`src/rtl/bclu_pkg.sv`:
```
`default_nettype none

package bclu_pkg;

  localparam int unsigned LANE_W   = 64;
  localparam int unsigned VISIT_W  = 32;
  localparam int unsigned REFILL_W = 8;
  localparam int unsigned KSUM_W   = 16;
  localparam int unsigned BYTE_W   = 8;
  localparam int unsigned COL_W    = 9;
  localparam int unsigned PIX_W    = 18;

  typedef struct packed {
    logic [BYTE_W-1:0] data_byte;
    logic              chunk_end;
  } byte_item_t;

  typedef struct packed {
    logic [PIX_W-1:0]    pixel_index;
    logic [LANE_W-1:0]   lane_value;
    logic                lane_refilled;
    logic [REFILL_W-1:0] refill_total;
    logic [KSUM_W-1:0]   k_sum_low;
    logic [VISIT_W-1:0]  visit_total;
    logic                chunk_done;
  } result_item_t;

  typedef struct packed {
    logic                touched;
    logic [LANE_W-1:0]   lane;
    logic [VISIT_W-1:0]  visit;
    logic [REFILL_W-1:0] refill;
    logic [KSUM_W-1:0]   ksum;
  } pixel_word_t;

  typedef struct packed {
    logic clear;
    logic load;
    logic read;
    logic update;
  } cmd_t;

  typedef struct packed {
    logic clear_last;
  } status_t;

endpackage

`default_nettype wire

```
`src/rtl/bclu_ctrl.sv`:
```
`default_nettype none

module bclu_ctrl (
  input  wire logic            clk,
  input  wire logic            rst,
  input  wire logic            byte_valid,
  output logic                 byte_stall,
  output logic                 result_valid,
  input  wire logic            result_stall,
  input  wire bclu_pkg::status_t status,
  output bclu_pkg::cmd_t       cmd
);

  typedef enum logic [1:0] {
    ST_CLEAR,
    ST_IDLE,
    ST_READ,
    ST_UPDATE
  } state_t;

  state_t state;

  always_comb begin
    cmd        = '0;
    cmd.clear  = (state == ST_CLEAR);
    cmd.load   = (state == ST_IDLE) && byte_valid;
    cmd.read   = (state == ST_READ);
    cmd.update = (state == ST_UPDATE) && (!result_valid || !result_stall);
    byte_stall = (state != ST_IDLE);
  end

  always_ff @(posedge clk) begin
    if (rst) begin
      state        <= ST_CLEAR;
      result_valid <= 1'b0;
    end else begin
      unique case (state)
        ST_CLEAR: begin
          if (status.clear_last) begin
            state <= ST_IDLE;
          end
        end
        ST_IDLE: begin
          if (byte_valid) begin
            state <= ST_READ;
          end
        end
        ST_READ: begin
          state <= ST_UPDATE;
        end
        ST_UPDATE: begin
          if (cmd.update) begin
            state <= ST_IDLE;
          end
        end
        default: begin
          state <= ST_CLEAR;
        end
      endcase
      if (cmd.update) begin
        result_valid <= 1'b1;
      end else if (!result_stall) begin
        result_valid <= 1'b0;
      end
    end
  end

endmodule

`default_nettype wire

```
`config.mk`:
```
export PLATFORM = sky130hd
export DESIGN_NAME = bclu_ctrl
export DESIGN_NICKNAME = d
export VERILOG_FILES = /design/src/rtl/bclu_pkg.sv /design/src/rtl/bclu_ctrl.sv
export SDC_FILE = /design/constraint.sdc
export NUM_CORES = 1
export LEC_CHECK = 0
export BUFFER_PORTS_ARGS = -buffer_cell sky130_fd_sc_hd__buf_4
export CAP_MARGIN = 10
export CORE_AREA = 2 2 39 41
export DETAILED_ROUTE_END_ITERATION = 7
export DIE_AREA = 0 0 41 43
export MAX_ROUTING_LAYER = met4
export PLACE_DENSITY = 0.33
export RECOVER_POWER = 50
export SLEW_MARGIN = 20
export SYNTH_ARGS = -nofsm -noshare
export SYNTH_HDL_FRONTEND = slang
export SYNTH_SLANG_ARGS = --single-unit
export TNS_END_PERCENT = 10
```
`constraint.sdc`:
```
create_clock -name clk -period 2.9 [get_ports clk]
set_input_delay 0.29 -clock clk [delete_from_list [all_inputs] [get_ports clk]]
set_output_delay 0.29 -clock clk [all_outputs]
set_load 0.02 [all_outputs]
```
Word level (Yosys, flattened, before mapping)
Cells that the tools add are included.
{"block": "totals", "output_inout_bits": 6, "elab_cells": 23, "input_bits": 5, "reg_bits": 3}
{"block": "op_classes", "n_reduce_logical": 7, "eq_ne": 8, "muxes": 6}
{"op": "2-bit case mux with 4 select lines", "count": 1}
{"op": "2-bit 2-to-1 mux", "count": 3}
{"op": "2-bit != test, second input constant", "count": 3}
{"op": "2-bit equality test, second input constant", "count": 2}
{"op": "2-bit by 1-bit != test with 1-bit output, second input constant", "count": 2}
{"op": "3-bit AND reduction", "count": 1}
{"op": "2-bit by 1-bit equality test with 1-bit output, second input constant", "count": 1}
{"op": "1-bit logical AND", "count": 2}
{"op": "1-bit logical NOT", "count": 2}
{"op": "2-bit logical NOT", "count": 1}
{"op": "1-bit 2-to-1 mux", "count": 2}
{"op": "1-bit logical OR", "count": 1}

Longest topological paths before layout
{"block": "depth", "word_depth": 5, "ltp_mapped": 5, "depth_no_buf": 5}

Worst setup path after synthesis
No wires, ideal clock.
{"block": "synth_timing", "kind": "flip-flop to flip-flop", "start": "register state[0]", "end": "register state[0]", "setup_ps": 121, "path_buffers": 0, "arrival_ps": 1320, "required_ps": 2779, "synth_period_minus_slack_ps": 1441, "slack_ps": 1459, "path_stages_with_launch": 6, "path_cell_list": "dfxtp_1 inv_1 ha_1 inv_1 o221a_4 mux2_4"}
{"item": "start, declared", "line_no": "bclu_ctrl.sv:21", "source": "state_t state;"}
{"item": "start signal, assigned", "line_no": "bclu_ctrl.sv:34", "source": "state <= ST_CLEAR;"}
{"item": "start signal, assigned", "line_no": "bclu_ctrl.sv:40", "source": "state <= ST_IDLE;"}
{"item": "start signal, assigned", "line_no": "bclu_ctrl.sv:45", "source": "state <= ST_READ;"}

==> impl_metrics.toml <==
[final_layout]
fillers = 166
final_common_cell = "buf_4"
fin_nets = 47
final_cells = 53
drive_gt1_share_pct = 40.54
layout_common_cells = "8 x buf_4, 4 x ha_1"
antenna_cells = 0
area_delta_synth_final_pct = 48.00

[power]
swShare_pct = 39.14
internal_power_mw = 0.1730
p_leak_nw = 0.1601
vdd_drop_max_v = 0.0002202
seq_power_share_pct = 22.8
switching_power_mw = 0.1112
p_comb_share_pct = 51.6
power.density_nw_per_um2 = 877.1
pwr-share-clk_pct = 25.6

[clock_network]
cts_buffers = 3
cts_buffer_depth = 2
postCtsSetupBuffers = 0
cts_hold_buf = 0
htree_num_levels = 1
worstSkewPairLatency_ps = 230
clock-root-buffer = "clkbuf_4"
clkTransAtPathRegs_ps = 30
cts_tree = "built"
clock-sinks = 3
cts_resized = 0

[timing]
tns_ps = 0
fmax_mhz = 663.3
setup_violations = 0
clock_skew_ps = 0.1214
fin_crit_sh_pct = 51.98
rsz0062_at_grt = "no"
slew_headroom_pct = 83.34
slew_viol_final = 0
worst_slack_ps = 1392
final_hold_viol_count = 0
min_period_ps = 1508
worst_slew_pin_slew_ps = 251.0

[route]
routedWlPerCell_um = 8.943
drt-total-wl_um = 474
routed-via-count = 192
drt-vias-per-instance = 3.623
route.detailed.drc = 0
ant_nets = 0
drtIter0Drc = 4
drtPass1Iterations = 2

[floorplanning]
die_y_um = 43
num_io_pins = 11
core.rowCount = 14
start_util_pct = 15.82
dieArea_sq_um = 1763
die_width_um = 41
coreArea_sq_um = 1384

[yosys]
synthCells = 23
netlist_top_cells_area = "dfxtp_1 27%, ha_1 23%, o221a_4 9.1%"
avgSynthCellArea_sq_um = 9.520
synth_top_area_share_pct = 27.43
syn_area_sq_um = 219.0
synth_nets = 32
yosysSeqAreaShare_pct = 27.43
yosys_warnings = 0
synth_area_leader_cell = "dfxtp_1"
synth-seq-cells = 3
yosysUniqueCellTypes = 13

[setup_path]
critPathBufInv = 2
crit_fanout = 4
critical_path.top_delay_family = "flip-flops"
worstPathCellList = "inv_1 > ha_1 > and2_2 > buf_4"
criticalPathCategory = "flop to primary output"
cp-end-kind = "primary output"
worstPathArrival_ps = 1220
required_ps = 2610
cpPeakStageDelay_ps = 370
critical_path.slowest_cell = "dfxtp_1"
startpoint_type = "flop"

[hold_path]
holdCritPathClass = "primary input to flop"

[place]
place_inst = 49
gp_congestion = 0.6394
portBuffers = 10
dpl.hpwl_um = 416.7
pre_cts_slack_ps = 1508

[grt]
grt_overflow = 0
grt_pass1_vias = 203
track_usage_pct = 7.889
grt_max_degree = 6
antenna_found_initial = 0
grt_pass1_wl_um = 786

[run_status]
outcome = "completed"

[run]
max_cap_violations = 0
[synth_stat cells]
cell,instances
a21boi_0,1
a21oi_1,1
and2_2,1
dfxtp_1,3
ha_1,4
inv_1,3
inv_2,1
mux2_4,1
mux2i_1,1
nand2b_1,2
nand3_1,1
nor2_1,3
o221a_4,1
[kinds of logic (layout without fill, tap and decap cells)]
kind of cell | after synthesis | in the layout | share of synthesized area, %
multiplexers | 2 | 2 | 11.43
buffers and inverters | 4 | 18 | 6.855
AND/OR/NAND/NOR | 7 | 7 | 16.57
adder cells (fa/ha/maj) | 4 | 4 | 22.86
AO/OA/AOI/OAI | 3 | 3 | 14.86
flip-flops | 3 | 3 | 27.43
[registers in the layout, indices dropped and copies added (netlist names)]
name,count
state,2
result_valid,1
[metal layers]
metal	vias up	share of wire (%)	GRT usage, %
li1	102	-	-
met2	10	48	10.94
met3	0	16	9.424
met4	0	0	4.000
met5	-	0	-
met1	80	36	5.714
[final timing paths]
check	start	cells past startpoint	end	slack (ps)
hold reg to reg	state[1]$_SDFFE_PP0P_	2	state[1]$_SDFFE_PP0P_	520
setup reg to reg	state[0]$_SDFFE_PP0P_	5	state[0]$_SDFFE_PP0P_	1510
setup / recovery	state[1]$_SDFFE_PP0P_	4	cmd[2]	1390
hold / removal	rst	2	result_valid$_SDFFE_PP0P_	250
[final cells by class]
type / count / area, sq um / share of cell area [%]
Clock buffer: 4 / 26.28 / 8.108
Inverter: 4 / 15.01 / 4.633
Multi-Input combinational cell: 16 / 135.1 / 41.70
Sequential cell: 3 / 60.06 / 18.53
Tap cell: 16 / 20.02 / 6.178
Timing Repair Buffer: 10 / 67.56 / 20.85
[metrics by stage]
| step | hold slack, ps | total power [mW] | area (sq um) | utilization, % |
|---|---|---|---|---|
| global placement | 492.2 | 0.2244 | 314.1 | 22.69 |
| global route | 251.3 | 0.3102 | 324.1 | 23.42 |
| finish | 248.1 | 0.2842 | 324.1 | 23.42 |
| detailed placement | 494.6 | 0.2266 | 314.1 | 22.69 |
| floorplan | 362.4 | 0.1729 | 219.0 | - |
| CTS | 243.0 | 0.3038 | 340.3 | 24.59 |
[power by group through the flow]
stage	combinational (mW)	clock (mW)	sequential [mW]
floorplan	0.109	0	0.0643
finish	0.147	0.0728	0.0649
CTS	0.162	0.0771	0.0651
global placement	0.159	0	0.0654
global route	0.163	0.0799	0.0676
detailed placement	0.161	0	0.0658
No activity file was read; power rests on OpenSTA's default activity.
